File: src/rtl/jba_pkg.sv
// types, constants and codes shared by the job batch aggregator
`timescale 1ns / 1ps
`default_nettype none

package jba_pkg;

   localparam int PAY_W      = 32;
   localparam int TAG_W      = 16;
   localparam int SEQ_W      = 16;
   localparam int SLOT_W     = 6;
   localparam int JOBS_W     = 7;
   localparam int BYTES_W    = 38;
   localparam int TICKS_W    = 16;
   localparam int CAUSE_W    = 2;
   localparam int CSR_IDX_W  = 2;
   localparam int CSR_DATA_W = 38;

   // hard cap on jobs per batch
   localparam int MAX_JOBS = 64;

   // entries in the queue between front and back, power of two
   localparam int QUEUE_DEPTH = 4;

   localparam logic [BYTES_W-1:0] BYTES_MAX = '1;

   localparam logic [JOBS_W-1:0]  RESET_MAX_JOBS  = 7'd64;
   localparam logic [BYTES_W-1:0] RESET_MIN_BYTES = 38'd65536;
   localparam logic [TICKS_W-1:0] RESET_WINDOW    = 16'd100;

   localparam logic [CSR_IDX_W-1:0] CSR_MAX_JOBS  = 2'd0;
   localparam logic [CSR_IDX_W-1:0] CSR_MIN_BYTES = 2'd1;
   localparam logic [CSR_IDX_W-1:0] CSR_WINDOW    = 2'd2;

   localparam logic FUNC_JOB  = 1'b0;
   localparam logic FUNC_TICK = 1'b1;

   localparam logic KIND_PLACE = 1'b0;
   localparam logic KIND_CLOSE = 1'b1;

   localparam logic [CAUSE_W-1:0] CAUSE_NONE    = 2'd0;
   localparam logic [CAUSE_W-1:0] CAUSE_COUNT   = 2'd1;
   localparam logic [CAUSE_W-1:0] CAUSE_BYTES   = 2'd2;
   localparam logic [CAUSE_W-1:0] CAUSE_TIMEOUT = 2'd3;

   typedef struct packed {
      logic               func;
      logic [PAY_W-1:0]   payload_bytes;
      logic [TAG_W-1:0]   job_tag;
   } jba_req_type;

   typedef struct packed {
      logic               kind;
      logic [TAG_W-1:0]   tag_out;
      logic [SEQ_W-1:0]   batch_number;
      logic [SLOT_W-1:0]  slot_in_batch;
      logic [JOBS_W-1:0]  batch_jobs;
      logic [BYTES_W-1:0] batch_bytes;
      logic [CAUSE_W-1:0] close_cause;
      logic               last;
   } jba_rsp_type;

   // one accepted item as handed from front to back
   typedef struct packed {
      logic               has_place;
      logic [TAG_W-1:0]   tag;
      logic [SEQ_W-1:0]   seq;
      logic [SLOT_W-1:0]  slot;
      logic [JOBS_W-1:0]  jobs;
      logic [BYTES_W-1:0] bytes;
      logic [CAUSE_W-1:0] cause;
   } jba_entry_type;

endpackage

`default_nettype wire

File: src/rtl/jba_front.sv
// front part: accepts items, keeps batch state and configuration, classifies
`timescale 1ns / 1ps
`default_nettype none

module jba_front (
   input  wire logic                            clock,
   input  wire logic                            reset,
   input  wire logic                            req_valid,
   output logic                                 req_stall,
   input  wire jba_pkg::jba_req_type            req_data,
   input  wire logic                            csr_we,
   input  wire logic [jba_pkg::CSR_IDX_W-1:0]   csr_index,
   input  wire logic [jba_pkg::CSR_DATA_W-1:0]  csr_wdata,
   input  wire logic                            q_full,
   output logic                                 q_push,
   output jba_pkg::jba_entry_type               q_entry
);
   import jba_pkg::*;

   logic [JOBS_W-1:0]  max_jobs_ff;
   logic [BYTES_W-1:0] min_bytes_ff;
   logic [TICKS_W-1:0] window_ff;

   logic               open_ff,  open_in;
   logic [JOBS_W-1:0]  jobs_ff,  jobs_in;
   logic [BYTES_W-1:0] bytes_ff, bytes_in;
   logic [TICKS_W-1:0] ticks_ff, ticks_in;
   logic [SEQ_W-1:0]   seq_ff,   seq_in;

   logic               accept;
   logic [JOBS_W-1:0]  limit;
   logic [JOBS_W-1:0]  base_jobs;
   logic [BYTES_W-1:0] base_bytes;
   logic [TICKS_W-1:0] base_ticks;
   logic [JOBS_W-1:0]  job_jobs;
   logic [BYTES_W:0]   sum;
   logic [BYTES_W-1:0] job_bytes;
   logic [CAUSE_W-1:0] job_cause;
   logic [TICKS_W-1:0] tick_ticks;
   logic               tick_close;

   assign req_stall = q_full;
   assign accept    = req_valid & ~q_full;

   always_comb begin
      if (max_jobs_ff == '0) begin
         limit = JOBS_W'(1);
      end else if (int'(max_jobs_ff) > MAX_JOBS) begin
         limit = JOBS_W'(MAX_JOBS);
      end else begin
         limit = max_jobs_ff;
      end

      base_jobs  = open_ff ? jobs_ff  : '0;
      base_bytes = open_ff ? bytes_ff : '0;
      base_ticks = open_ff ? ticks_ff : '0;

      job_jobs  = base_jobs + JOBS_W'(1);
      sum       = {1'b0, base_bytes} + (BYTES_W+1)'(req_data.payload_bytes);
      job_bytes = sum[BYTES_W] ? BYTES_MAX : sum[BYTES_W-1:0];

      if (job_jobs >= limit) begin
         job_cause = CAUSE_COUNT;
      end else if (job_bytes >= min_bytes_ff) begin
         job_cause = CAUSE_BYTES;
      end else if (base_ticks >= window_ff) begin
         job_cause = CAUSE_TIMEOUT;
      end else begin
         job_cause = CAUSE_NONE;
      end

      tick_ticks = (ticks_ff == '1) ? ticks_ff : ticks_ff + TICKS_W'(1);
      tick_close = tick_ticks >= window_ff;
   end

   always_comb begin
      open_in  = open_ff;
      jobs_in  = jobs_ff;
      bytes_in = bytes_ff;
      ticks_in = ticks_ff;
      seq_in   = seq_ff;
      q_push   = 1'b0;
      q_entry  = '{has_place: 1'b0, tag: '0, seq: seq_ff, slot: '0,
                   jobs: jobs_ff, bytes: bytes_ff, cause: CAUSE_TIMEOUT};

      if (accept) begin
         if (req_data.func == FUNC_TICK) begin
            if (open_ff) begin
               if (tick_close) begin
                  q_push   = 1'b1;
                  open_in  = 1'b0;
                  jobs_in  = '0;
                  bytes_in = '0;
                  ticks_in = '0;
                  seq_in   = seq_ff + SEQ_W'(1);
               end else begin
                  ticks_in = tick_ticks;
               end
            end
         end else begin
            q_push  = 1'b1;
            q_entry = '{has_place: 1'b1, tag: req_data.job_tag, seq: seq_ff,
                        slot: base_jobs[SLOT_W-1:0], jobs: job_jobs,
                        bytes: job_bytes, cause: job_cause};
            if (job_cause != CAUSE_NONE) begin
               open_in  = 1'b0;
               jobs_in  = '0;
               bytes_in = '0;
               ticks_in = '0;
               seq_in   = seq_ff + SEQ_W'(1);
            end else begin
               open_in  = 1'b1;
               jobs_in  = job_jobs;
               bytes_in = job_bytes;
               ticks_in = base_ticks;
            end
         end
      end
   end

   always_ff @(posedge clock) begin
      if (reset) begin
         max_jobs_ff  <= RESET_MAX_JOBS;
         min_bytes_ff <= RESET_MIN_BYTES;
         window_ff    <= RESET_WINDOW;
      end else if (csr_we) begin
         case (csr_index)
            CSR_MAX_JOBS:  max_jobs_ff  <= csr_wdata[JOBS_W-1:0];
            CSR_MIN_BYTES: min_bytes_ff <= csr_wdata[BYTES_W-1:0];
            CSR_WINDOW:    window_ff    <= csr_wdata[TICKS_W-1:0];
            default: ;
         endcase
      end
   end

   always_ff @(posedge clock) begin
      if (reset) begin
         open_ff  <= 1'b0;
         jobs_ff  <= '0;
         bytes_ff <= '0;
         ticks_ff <= '0;
         seq_ff   <= '0;
      end else begin
         open_ff  <= open_in;
         jobs_ff  <= jobs_in;
         bytes_ff <= bytes_in;
         ticks_ff <= ticks_in;
         seq_ff   <= seq_in;
      end
   end

   // a closing item leaves no batch open and advances the batch number
   a_close_clears: assert property (@(posedge clock) disable iff (reset)
      q_push && q_entry.cause != CAUSE_NONE |=> !open_ff && seq_ff == $past(seq_ff) + SEQ_W'(1))
      else $error("batch still open after close");

   // an open batch always holds at least one job
   a_open_has_job: assert property (@(posedge clock) disable iff (reset)
      open_ff |-> jobs_ff != '0)
      else $error("open batch with no jobs");

endmodule

`default_nettype wire

File: src/rtl/jba_queue.sv
// short queue of classified items between front and back
`timescale 1ns / 1ps
`default_nettype none

module jba_queue (
   input  wire logic                    clock,
   input  wire logic                    reset,
   input  wire logic                    push,
   input  wire jba_pkg::jba_entry_type  push_entry,
   output logic                         full,
   input  wire logic                    pop,
   output logic                         head_valid,
   output jba_pkg::jba_entry_type       head_entry
);
   import jba_pkg::*;

   localparam int PTR_W = $clog2(QUEUE_DEPTH);
   localparam int CNT_W = $clog2(QUEUE_DEPTH + 1);

   jba_entry_type    slot_ff [QUEUE_DEPTH];
   logic [PTR_W-1:0] wr_ptr_ff, wr_ptr_in;
   logic [PTR_W-1:0] rd_ptr_ff, rd_ptr_in;
   logic [CNT_W-1:0] count_ff,  count_in;

   assign full       = count_ff == CNT_W'(QUEUE_DEPTH);
   assign head_valid = count_ff != '0;
   assign head_entry = slot_ff[rd_ptr_ff];

   always_comb begin
      wr_ptr_in = push ? wr_ptr_ff + PTR_W'(1) : wr_ptr_ff;
      rd_ptr_in = pop  ? rd_ptr_ff + PTR_W'(1) : rd_ptr_ff;
      count_in  = count_ff;
      if (push && !pop) begin
         count_in = count_ff + CNT_W'(1);
      end else if (pop && !push) begin
         count_in = count_ff - CNT_W'(1);
      end
   end

   always_ff @(posedge clock) begin
      if (push) begin
         slot_ff[wr_ptr_ff] <= push_entry;
      end
   end

   always_ff @(posedge clock) begin
      if (reset) begin
         wr_ptr_ff <= '0;
         rd_ptr_ff <= '0;
         count_ff  <= '0;
      end else begin
         wr_ptr_ff <= wr_ptr_in;
         rd_ptr_ff <= rd_ptr_in;
         count_ff  <= count_in;
      end
   end

   a_no_overflow: assert property (@(posedge clock) disable iff (reset)
      full |-> !push)
      else $error("push into full queue");

   a_no_underflow: assert property (@(posedge clock) disable iff (reset)
      !head_valid |-> !pop)
      else $error("pop from empty queue");

   // pointers and fill count stay consistent
   a_count_ptrs: assert property (@(posedge clock) disable iff (reset)
      count_ff[PTR_W-1:0] == PTR_W'(wr_ptr_ff - rd_ptr_ff))
      else $error("queue count out of step with pointers");

endmodule

`default_nettype wire

File: src/rtl/jba_back.sv
// back part: turns queued items into placement and close results
`timescale 1ns / 1ps
`default_nettype none

module jba_back (
   input  wire logic                    clock,
   input  wire logic                    reset,
   input  wire logic                    head_valid,
   input  wire jba_pkg::jba_entry_type  head_entry,
   output logic                         pop,
   output logic                         rsp_valid,
   input  wire logic                    rsp_stall,
   output jba_pkg::jba_rsp_type         rsp_data
);
   import jba_pkg::*;

   logic        out_valid_ff, out_valid_in;
   jba_rsp_type out_ff,       out_in;
   logic        pend_ff,      pend_in;
   jba_rsp_type pend_res_ff,  pend_res_in;

   jba_rsp_type place_res;
   jba_rsp_type close_res;
   logic        load;

   assign rsp_valid = out_valid_ff;
   assign rsp_data  = out_ff;
   assign load      = !out_valid_ff || !rsp_stall;

   always_comb begin
      place_res = '{kind: KIND_PLACE, tag_out: head_entry.tag,
                    batch_number: head_entry.seq, slot_in_batch: head_entry.slot,
                    batch_jobs: head_entry.jobs, batch_bytes: head_entry.bytes,
                    close_cause: CAUSE_NONE,
                    last: head_entry.cause == CAUSE_NONE};
      close_res = '{kind: KIND_CLOSE, tag_out: '0,
                    batch_number: head_entry.seq, slot_in_batch: '0,
                    batch_jobs: head_entry.jobs, batch_bytes: head_entry.bytes,
                    close_cause: head_entry.cause, last: 1'b1};
   end

   always_comb begin
      out_valid_in = out_valid_ff;
      out_in       = out_ff;
      pend_in      = pend_ff;
      pend_res_in  = pend_res_ff;
      pop          = 1'b0;
      if (load) begin
         if (pend_ff) begin
            out_in       = pend_res_ff;
            out_valid_in = 1'b1;
            pend_in      = 1'b0;
         end else if (head_valid) begin
            pop          = 1'b1;
            out_valid_in = 1'b1;
            if (head_entry.has_place) begin
               out_in      = place_res;
               pend_in     = head_entry.cause != CAUSE_NONE;
               pend_res_in = close_res;
            end else begin
               out_in = close_res;
            end
         end else begin
            out_valid_in = 1'b0;
         end
      end
   end

   always_ff @(posedge clock) begin
      out_ff      <= out_in;
      pend_res_ff <= pend_res_in;
   end

   always_ff @(posedge clock) begin
      if (reset) begin
         out_valid_ff <= 1'b0;
         pend_ff      <= 1'b0;
      end else begin
         out_valid_ff <= out_valid_in;
         pend_ff      <= pend_in;
      end
   end

   // a held close result always follows a placement still on the port
   a_pend_behind_out: assert property (@(posedge clock) disable iff (reset)
      pend_ff |-> out_valid_ff && out_ff.kind == KIND_PLACE && !out_ff.last)
      else $error("pending close without its placement");

   // no new item is taken while a close result is held back
   a_no_pop_pending: assert property (@(posedge clock) disable iff (reset)
      pend_ff |-> !pop)
      else $error("item taken while close pending");

endmodule

`default_nettype wire

File: src/rtl/job_batch_aggregator.sv
// top level of the job batch aggregator
`timescale 1ns / 1ps
`default_nettype none

// Groups jobs into batches: a job item is placed in the open batch (opening one if
// needed) and gives a placement result; it also gives a close result when the job
// count, byte total or elapsed ticks reach their limits. A tick item advances the
// open batch's elapsed count and may close it by timeout. One item is accepted per
// cycle while the four-entry queue between the classifying front and the result
// back has room; a result passes through the queue and the back's output register
// before it is offered. A job that closes its batch gives a placement result and
// then a close result, so the sustained rate is one item per cycle while the
// result port is not stalled, and lower when jobs close batches.
module job_batch_aggregator (
   input  wire logic                            clock,
   input  wire logic                            reset,
   input  wire logic                            req_valid,
   output logic                                 req_stall,
   input  wire jba_pkg::jba_req_type            req_data,
   output logic                                 rsp_valid,
   input  wire logic                            rsp_stall,
   output jba_pkg::jba_rsp_type                 rsp_data,
   input  wire logic                            csr_we,
   input  wire logic [jba_pkg::CSR_IDX_W-1:0]   csr_index,
   input  wire logic [jba_pkg::CSR_DATA_W-1:0]  csr_wdata
);
   import jba_pkg::*;

   logic          q_push;
   logic          q_full;
   jba_entry_type q_entry;
   jba_entry_type head_entry;
   logic          head_valid;
   logic          pop;

   jba_front u_front (
      .clock     (clock),
      .reset     (reset),
      .req_valid (req_valid),
      .req_stall (req_stall),
      .req_data  (req_data),
      .csr_we    (csr_we),
      .csr_index (csr_index),
      .csr_wdata (csr_wdata),
      .q_full    (q_full),
      .q_push    (q_push),
      .q_entry   (q_entry)
   );

   jba_queue u_queue (
      .clock      (clock),
      .reset      (reset),
      .push       (q_push),
      .push_entry (q_entry),
      .full       (q_full),
      .pop        (pop),
      .head_valid (head_valid),
      .head_entry (head_entry)
   );

   jba_back u_back (
      .clock      (clock),
      .reset      (reset),
      .head_valid (head_valid),
      .head_entry (head_entry),
      .pop        (pop),
      .rsp_valid  (rsp_valid),
      .rsp_stall  (rsp_stall),
      .rsp_data   (rsp_data)
   );

endmodule

`default_nettype wire
File: config.mk
export PLATFORM = sky130hd
export DESIGN_NAME = job_batch_aggregator
export DESIGN_NICKNAME = d
export VERILOG_FILES = /design/src/rtl/jba_pkg.sv /design/src/rtl/jba_front.sv /design/src/rtl/jba_queue.sv /design/src/rtl/jba_back.sv /design/src/rtl/job_batch_aggregator.sv
export SDC_FILE = /design/constraint.sdc
export NUM_CORES = 1
export LEC_CHECK = 0
export ABC_CLOCK_PERIOD_IN_PS = 7500
export BUFFER_PORTS_ARGS = -buffer_cell sky130_fd_sc_hd__buf_2
export CAP_MARGIN = 20
export CORE_ASPECT_RATIO = 0.75
export CORE_MARGIN = 4
export CORE_UTILIZATION = 45
export DETAILED_ROUTE_END_ITERATION = 6
export GPL_TIMING_DRIVEN = 0
export SLEW_MARGIN = 10
export SYNTH_ARGS = -nofsm -noshare
export SYNTH_HDL_FRONTEND = slang
export SYNTH_SLANG_ARGS = --single-unit
File: constraint.sdc
create_clock -name clock -period 7.5 [get_ports clock]
set_input_delay 0.75 -clock clock [delete_from_list [all_inputs] [get_ports clock]]
set_output_delay 0.75 -clock clock [all_outputs]
set_load 0.1 [all_outputs]
==> flow_summary.ini, run 1 <==
[run_status]
status = completed

[flow_run]
cap_violations = 0

[clocking]
path_clk_slew_ns = 0.06
ctsLongestPathBuffers = 3
numCtsBuffers = 66
worstSkewPairLatency_ns = 0.60
cts_tree = built
cts_max_level = 3
cts_root_buf = clkbuf_16
cts_sinks = 644

[global_route]
grt_overflow = 0
grt_util_all_layers_pct = 20.8
grt_pass1_vias = 17974
grt_antenna_before_repair = 1
grt_pass1_wl_um = 108000
grt_max_degree = 47

[yosys]
synth.distinct_cells = 81
ys_warn_count = 0
synth-edff-count = 494
syn_nets = 2391
synth-seq-cells = 644
seq_area_frac_synth_pct = 61.8
synth_cells = 2178
synth-async-reset-ratio_pct = 0
synth_area_mm2 = 0.0289
ys.flop_type = edfxtp_1
syn_avg_cell_area_um2 = 13.3

[route]
num_vias = 18547
drt_iter0_drc = 1479
wirelength_um = 71700
drc = 0
antenna_left = 0
dr.pass1.iters = 5
post_drt_wl_per_cell_um = 21.4
vias_per_cell = 5.53

[worst_setup_path]
r2r_cells = 26
start_kind = register
cp.arrival_ns = 7.67
crit_end = u_front.bytes_ff[28]
end_kind = register
r2r_slack_ns = 0.37
crit_type = register to register
r2r_end = u_front.bytes_ff[28]
crit_fanout = 10
critPathLaunch = u_front.open_ff
reg2reg_from = u_front.open_ff
required_ns = 8.04

[timing]
final_max_slew_viol_count = 0
setup_viol = 0
worst_pin_slew_ns = 0.951
timing.final.crit_share_pct = 95.1
hold_viol_final = 0
fin_crit_ns = 7.13
max_clock_freq_mhz = 140
final.setup.tns_ns = 0
rsz0062_at_grt = no
hold_slack_ns = 0.387
slew_headroom_pct = 36.6
skew_ns = 0.0222

[final_layout]
syn_to_final_growth_pct = 15.3
postLayoutCoreUtil_pct = 52.4
diodes = 0
fin_nets = 2652
drive_above_1_share_pct = 20.6

[power]
ir_worst_vdd_v = 0.000320
p_switching_mw = 4.41
clkPwrFrac_pct = 27.6
power_frac_comb_pct = 32.5
p_seq_share_pct = 40.0
p_int_mw = 7.24
switching_share_pct = 37.8
leakagePower_nw = 12.0
power.density_mw_per_mm2 = 350

[place]
gp_congestion = 0.886
portBuffers = 181
dp_hpwl_um = 52500

[die]
fp-row-count = 80
die-height_um = 227
coreArea_mm2 = 0.0636
num_io_pins = 183
start_util_pct = 45.4
dieArea_mm2 = 0.0683
die_w_um = 301

[min_path]
hold_path.class = input port to register
==> sequential cells by signal, indices dropped and copies added (netlist names), 3 cells and up, named ones only <==
register and count:
u_front.seq_ff 16, u_queue.count_ff 3, u_back.rsp_data 87, u_front.bytes_ff 38
u_front.ticks_ff 16, u_front.jobs_ff 7, u_queue.slot_ff 344, u_front.max_jobs_ff 7
u_back.pend_res_ff 63, u_front.min_bytes_ff 38, u_front.window_ff 16
==> synthesized netlist by cell type, types with 13 or more instances <==
cell type / instances / area share, %
a22o_1: 19 / 0.58
o21ai_1: 17 / 0.29
nor2b_1: 34 / 0.74
edfxtp_1: 494 / 51
a31oi_1: 35 / 0.76
inv_1: 90 / 1.2
and2_1: 68 / 1.5
nand3_1: 30 / 0.52
buf_2: 17 / 0.29
nand2_1: 235 / 3.1
dfxtp_1: 150 / 10
ha_1: 117 / 5.1
a21oi_1: 153 / 2.7
mux4_2: 86 / 6.7
nor2_1: 124 / 1.6
clkbuf_1: 58 / 0.75
buf_1: 23 / 0.30
xnor2_1: 30 / 0.91
and3_1: 17 / 0.37
o21ai_0: 54 / 0.94
nor3_1: 13 / 0.23
xor2_1: 16 / 0.49
mux2_2: 77 / 3.0
nand4_1: 20 / 0.43
a21o_1: 23 / 0.60
==> critical path: stages, from the launching register on <==
cell      delay (ns)
dfxtp_1         0.52
clkbuf_2        0.35
clkbuf_2        0.33
and2_1          0.18
ha_1            0.18
inv_1           0.06
fa_1            0.40
nor2b_1         0.17
o31a_1          0.26
o31ai_2         0.14
a31oi_1         0.45
o211ai_2        0.25
a211oi_2        0.56
buf_4           0.32
nor2_1          0.11
inv_1           0.07
ha_1            0.21
o21ai_0         0.06
o21ai_0         0.11
a211oi_1        0.50
o211ai_1        0.24
o22ai_4         0.44
and2_1          0.19
buf_2           0.17
nor3b_4         0.37
buf_6           0.22
a22o_1          0.15
==> cell families after synthesis <==
family	share of synthesized area, %
compound gates	8.79
xor+xnor	1.39
fa+ha+maj	5.21
buf+inv	2.64
flops	61.8
mux	10.2
simple gates	10.0
==> per-stage QoR <==
stage	area (um2)	total power, mW	std cells	worst slack (ns)
after global routing	33300	12.1	3352	0.0366
after CTS	33300	11.8	3351	0.102
after global placement	30900	8.50	3220	-1.08
after floorplan	28900	7.75	2178	1.47
final	33300	11.7	3352	0.368
after detailed placement	31200	8.56	3231	-0.223
==> worst min path at each step <==
stage                                        start                        to  slack, ns  cells past startpoint
after floorplan           u_front.min_bytes_ff[10]  u_front.min_bytes_ff[10]       0.44                      2
after global placement        u_front.bytes_ff[16]      u_front.bytes_ff[16]       0.45                      2
after detailed placement      u_front.window_ff[8]      u_front.window_ff[8]       0.45                      2
after CTS                            csr_wdata[20]  u_front.min_bytes_ff[20]       0.35                      3
after global routing                 csr_wdata[31]  u_front.min_bytes_ff[31]       0.37                      3
final                                csr_wdata[20]  u_front.min_bytes_ff[20]       0.39                      3
==> routing by layer <==
layer	vias to the layer above	global-route usage (%)	routed length, um
met3	109	3.55	4210
li1	8693	-	-
met2	498	30.7	30900
met1	9247	32.1	34900
met4	0	5.51	1710
met5	-	0	0
==> repair_timing <==
| action | 4_1_cts | 5_1_grt |
|---|---|---|
| resized for setup | 2 | 4 |
| setup endpoints to repair | 52 | 54 |
| hold endpoints to repair | 0 | 0 |
| hold buffers | 0 | 0 |
| setup buffers | 0 | 2 |
==> layout make-up <==
type                            instances  area [um2]
Clock inverter                         25         245
Fill cell                            5452       30300
Timing Repair Buffer                  194        1190
Clock buffer                           95        1860
Sequential cell                       644       17800
Multi-Input combinational cell       1341       10300
Tap cell                              861        1080
Inverter                               91         342
Buffer                                101         422
==> cell usage in the layout, fill, tap and decap left out, types with 22 or more instances in the layout <==
master,netlist,layout
edfxtp_1,494,494
inv_1,90,90
nand2_1,235,235
a21oi_1,153,152
buf_2,17,198
xnor2_1,30,30
dfxtp_1,150,150
ha_1,117,117
nand3_1,30,30
buf_1,23,22
clkbuf_16,0,68
a21o_1,23,23
nor2_1,124,123
mux2_2,77,77
nor2b_1,34,34
mux4_2,86,86
o21ai_0,54,54
and2_1,68,64
clkbuf_1,58,75
a31oi_1,35,35
==> power groups by stage <==
stage                     Clock, mW  Sequential, mW  Combinational [mW]
after global placement            0            4.83                3.67
after CTS                      3.29            4.66                3.83
after floorplan                   0            6.62                1.13
final                          3.21            4.66                3.78
after detailed placement          0            4.74                3.82
after global routing           3.44            4.70                3.98
No activity file was read; power rests on OpenSTA's default activity.
==> run 2, diff against run 1 <==
CORE_ASPECT_RATIO = 0.6   (was 0.75)
CTS_CLUSTER_DIAMETER = 100   (was default)
==> flow_summary.ini, run 2 (synthesis results as in run 1) <==
[global_route]
grt_max_degree = 40
grt_util_all_layers_pct = 21.3
grt_overflow = 0
grt_pass1_wl_um = 111000
grt_pass1_vias = 18155
grt_antenna_before_repair = 1

[worst_setup_path]
start_kind = register
r2r_cells = 26
required_ns = 8.01
r2r_end = u_front.bytes_ff[16]
cp.arrival_ns = 7.55
r2r_slack_ns = 0.47
crit_type = register to register
end_kind = register
reg2reg_from = u_front.open_ff
crit_fanout = 10

[final_layout]
final_common_cell = edfxtp_1
diodes = 0
drive_above_1_share_pct = 20.5
largest_reg_flops = 344
syn_to_final_growth_pct = 14.8
layout_common_cells = 494 x edfxtp_1, 235 x nand2_1, 198 x buf_2
design_area_mm2 = 0.0332
fin_nets = 2648
largest-register = u_queue.slot_ff

[timing]
hold_viol_final = 0
fin_crit_ns = 7.03
slew_headroom_pct = 33.2
skew_ns = 0.0205
timing.final.crit_share_pct = 93.8
rsz0062_at_grt = no
max_clock_freq_mhz = 142
worst_pin_slew_ns = 1.00
setup_viol = 0
final_max_slew_viol_count = 0

[route]
num_vias = 18591
dr.pass1.iters = 7
drt_iter0_drc = 1737
wirelength_um = 72700
vias_per_cell = 5.59
post_drt_wl_per_cell_um = 21.9
drc = 0
antenna_left = 0

[power]
ir_worst_vdd_v = 0.000256
p_switching_mw = 4.37
clkPwrFrac_pct = 25.7
total_power_mw = 11.4
p_int_mw = 7.02
leakagePower_nw = 11.9
switching_share_pct = 38.4
power_frac_comb_pct = 33.4
power.density_mw_per_mm2 = 344
p_seq_share_pct = 40.8

[min_path]
hold_start = csr_wdata[26]
holdPathStages = 3
hold_path.class = input port to register
hold_end = u_front.min_bytes_ff[26]

[clocking]
ctsLongestPathBuffers = 3
worstSkewPairLatency_ns = 0.65
numCtsBuffers = 58
cts_sinks = 644
path_clk_slew_ns = 0.07
cts_root_buf = clkbuf_16
cts_tree = built
hold_buffers = 0
cts_max_level = 2

[die]
fp-row-count = 71
dieArea_mm2 = 0.0684
die-height_um = 204
start_util_pct = 45.8
num_io_pins = 183
die_w_um = 335
coreArea_mm2 = 0.0631

[run_status]
status = completed

[place]
dp_hpwl_um = 54000
gp_congestion = 0.910
place_area_mm2 = 0.0312
portBuffers = 181

[flow_run]
cap_violations = 0
## run 2: cell type report
type,count,area (um2)
buffer,101,423
clock buffer,82,1610
clock inverter,28,263
fill,5387,29900
inverter,91,342
multi-input combinational,1341,10300
sequential,644,17800
tap,839,1050
timing repair buffer,198,1300
## run 2: power by group through the flow
stage          logic (mW)  clock network (mW)  registers [mW]
2_1_floorplan        1.13                   0            6.62
3_3_place_gp         3.66                   0            4.82
3_5_place_dp         3.84                   0            4.74
4_1_cts              3.85                3.01            4.66
5_1_grt              4.00                3.17            4.70
6_report             3.81                2.93            4.65
## run 2: stage by stage
step	util, %	TNS (ns)	worst slack [ns]	hold WS, ns	std cells
5_1_grt	52.6	0	0.0193	0.330	3324
6_report	52.6	0	0.466	0.336	3324
3_3_place_gp	48.9	-478.88	-1.24	0.446	3198
2_1_floorplan	-	0	1.47	0.436	2178
3_5_place_dp	49.5	-12.72	-0.410	0.451	3212
4_1_cts	52.5	0	0.0870	0.303	3322
## run 2: worst max-delay path, cell delays in order (launching register included)
cell,delay (ns)
dfxtp_1,0.53
clkbuf_2,0.35
clkbuf_2,0.34
clkbuf_2,0.30
and2_1,0.18
ha_1,0.23
clkbuf_1,0.21
a21o_1,0.24
a32oi_1,0.24
a21oi_1,0.14
a21o_1,0.23
a21oi_2,0.38
a211oi_4,0.19
buf_4,0.24
nor2_1,0.25
inv_1,0.08
ha_1,0.30
nand4_1,0.18
nor4b_1,0.39
o21ai_0,0.29
o211ai_1,0.34
o22ai_4,0.23
and2_1,0.23
buf_2,0.15
nand3b_1,0.18
clkbuf_2,0.33
o21ai_1,0.11
## run 2: how the worst max path moves through the flow
stage,to,cells past startpoint,start
5_1_grt,u_front.bytes_ff[17],26,u_front.open_ff
3_3_place_gp,u_back.rsp_data[32],4,u_back.pend_ff
3_5_place_dp,u_front.bytes_ff[29],26,u_front.open_ff
4_1_cts,u_front.bytes_ff[29],26,u_front.open_ff
6_report,u_front.bytes_ff[16],26,u_front.open_ff
2_1_floorplan,u_queue.slot_ff[0][0],18,u_front.ticks_ff[4]
## run 2: metal layers
layer	vias up	share of wire, %	global-route usage, %
met4	0	1.5	4.60
met1	9266	48	32.9
li1	8655	-	-
met2	600	42	30.6
met3	70	8.1	4.92
met5	-	0	0
## run 2: timing repair
item	in CTS	in global routing
hold endpoints to repair	0	0
setup endpoints to repair	53	62
cloned	0	0
pin swaps	0	2
setup buffers	0	3
resized for setup	4	6
==> run 3, diff against run 2 <==
ABC_AREA = 1   (was default)
==> flow_summary.ini, run 3 <==
[global_route]
grt_pass1_wl_um = 132000
grt_pass1_vias = 21853
grt_overflow = 0
grt_max_degree = 55
grt_antenna_before_repair = 2
grt_util_all_layers_pct = 23.9

[yosys]
synth_most_common_cell = nand2_1
synth_cells = 3239
synth-edff-count = 494
synth-seq-cells = 644
seq_area_frac_synth_pct = 58.3
ys.flop_type = edfxtp_1
synth.distinct_cells = 55
synth_area_leaders = edfxtp_1 48%, dfxtp_1 9.8%, nand2_1 9.1%
synth_largest_area_cell = edfxtp_1
yosys-top-cells-count = 740 x nand2_1, 494 x edfxtp_1, 402 x nor2_1, 309 x inv_1, 288 x o21ai_0
synth_top_area_share_pct = 48.4
syn_nets = 3452
synth-async-reset-ratio_pct = 0
syn_avg_cell_area_um2 = 9.45
ys_warn_count = 0
synth_area_mm2 = 0.0306

[power]
ir_worst_vdd_v = 0.000261
power.density_mw_per_mm2 = 367
total_power_mw = 12.9
leakagePower_nw = 14.4

[timing]
max_clock_freq_mhz = 143
setup_viol = 0
final_max_slew_viol_count = 0
finalWorstSetupSlack_ns = 0.512
hold_slack_ns = 0.391
fin_crit_ns = 6.99
slew_headroom_pct = 24.4
hold_viol_final = 0
skew_ns = 0.0297
worst_pin_slew_ns = 1.12
final.setup.tns_ns = 0
rsz0062_at_grt = no
timing.final.crit_share_pct = 93.2

[final_layout]
syn_to_final_growth_pct = 14.6
drive_above_1_share_pct = 11.5
largest-register = u_queue.slot_ff
fillers = 6133
layout_common_cells = 740 x nand2_1, 494 x edfxtp_1, 397 x nor2_1
largest_reg_flops = 344
fin_nets = 3711
final_common_cell = nand2_1
fin_cells = 4451

[die]
fp-row-count = 73
start_util_pct = 45.9
die-height_um = 210
coreArea_mm2 = 0.0668
die_w_um = 345
num_io_pins = 183
dieArea_mm2 = 0.0724

[route]
antenna_left = 0
wirelength_um = 87500
post_drt_wl_per_cell_um = 19.6
num_vias = 23474
vias_per_cell = 5.27
drt_iter0_drc = 2704
dr.pass1.iters = 5
drc = 0

[worst_setup_path]
cp.arrival_ns = 7.55
crit_fanout = 20
worst_path_max_delay_cell = clkdlybuf4s15_1
required_ns = 8.06
r2r_end = u_front.seq_ff[5]
crit_type = register to register
end_kind = register
slowest_delay_ns = 0.74
crit_path_frequent_cell = nand2_1
r2r_cells = 29
reg2reg_from = u_front.open_ff
start_kind = register
critPathLaunch = u_front.open_ff
r2r_slack_ns = 0.51

[run_status]
status = completed

[clocking]
ctsLongestPathBuffers = 3
path_clk_slew_ns = 0.08
worstSkewPairLatency_ns = 0.66
cts_max_level = 2
numCtsBuffers = 59
cts_sinks = 644
cts_tree = built
cts_root_buf = clkbuf_16

[place]
gp_congestion = 0.987
pre_cts_ws_ns = 0.325
portBuffers = 181
place_inst = 4338
dp_hpwl_um = 65000

[flow_run]
cap_violations = 0

[min_path]
hold_end = u_front.min_bytes_ff[29]
holdPathStages = 3
hold_start = csr_wdata[29]
hold_path.class = input port to register
run 3: routing by layer:
metal  up-vias  routed length [um]  global-route usage [%]
li1      11466                   -                       -
met1     10996               42300                    37.6
met2       911               34700                    32.9
met3        99                8860                    6.39
met4         2                1390                    4.88
met5         -                 153                    1.50
run 3: worst max-delay path: cells and delay by family, from the launching register on:
family	cells	cell delay (ns)
simple gates	18	2.81
buf+inv	5	1.74
flops	1	0.33
fa+ha+maj	2	0.77
compound gates	4	1.23
run 3: final cells by class:
cell class	instances	area (um2)	share of cell area [%]
flip-flops and latches	644	17800	50.8
inverters	322	1220	3.46
clock buffers	68	1520	4.33
well taps	900	1130	3.21
repair buffers	199	1290	3.68
clock inverters	44	495	1.41
multi-input cells	2141	11000	31.4
diodes	2	5.00	0.0143
plain buffers	131	593	1.69
run 3: metrics by stage:
stage	cell area, um2	util (%)
3_5_place_dp	33100	49.5
2_1_floorplan	30600	-
6_report	35100	52.6
3_3_place_gp	32700	48.9
4_1_cts	35100	52.6
5_1_grt	35100	52.6
run 3: how the worst max path moves through the flow:
stage | to | slack [ns] | depth (start not counted)
global placement | u_queue.slot_ff[3][83] | -3.24 | 16
finish | u_front.seq_ff[5] | 0.51 | 29
CTS | u_front.seq_ff[9] | 0.27 | 30
global route | u_front.seq_ff[10] | 0.21 | 29
floorplan | u_queue.slot_ff[0][0] | 0.81 | 17
detailed placement | u_front.ticks_ff[8] | 0.32 | 30
run 3: power by group:
part | leakage, nW | internal [mW] | switching (mW)
clock | 0.981 | 1.78 | 1.40
combinational | 7.51 | 0.866 | 3.90
sequential | 5.87 | 4.75 | 0.166
run 3: cells by family (layout without fill, tap and decap cells):
group | Yosys count | after routing | share of synthesized area (%)
AO/OA/AOI/OAI | 629 | 629 | 11.1
XOR/XNOR | 45 | 45 | 1.29
AND/OR/NAND/NOR | 1327 | 1327 | 17.8
flip-flops | 644 | 644 | 58.3
buffers and inverters | 454 | 764 | 5.89
adder cells (fa/ha/maj) | 119 | 119 | 4.91
multiplexers | 21 | 21 | 0.756
other | 0 | 2 | 0
run 3: what timing repair did:
action | in CTS | in global routing
buffers inserted | 0 | 0
endpoints found under the setup margin | 0 | 82
resized for setup | 0 | 2
hold endpoints to repair | 0 | 0
hold buffers | 0 | 0
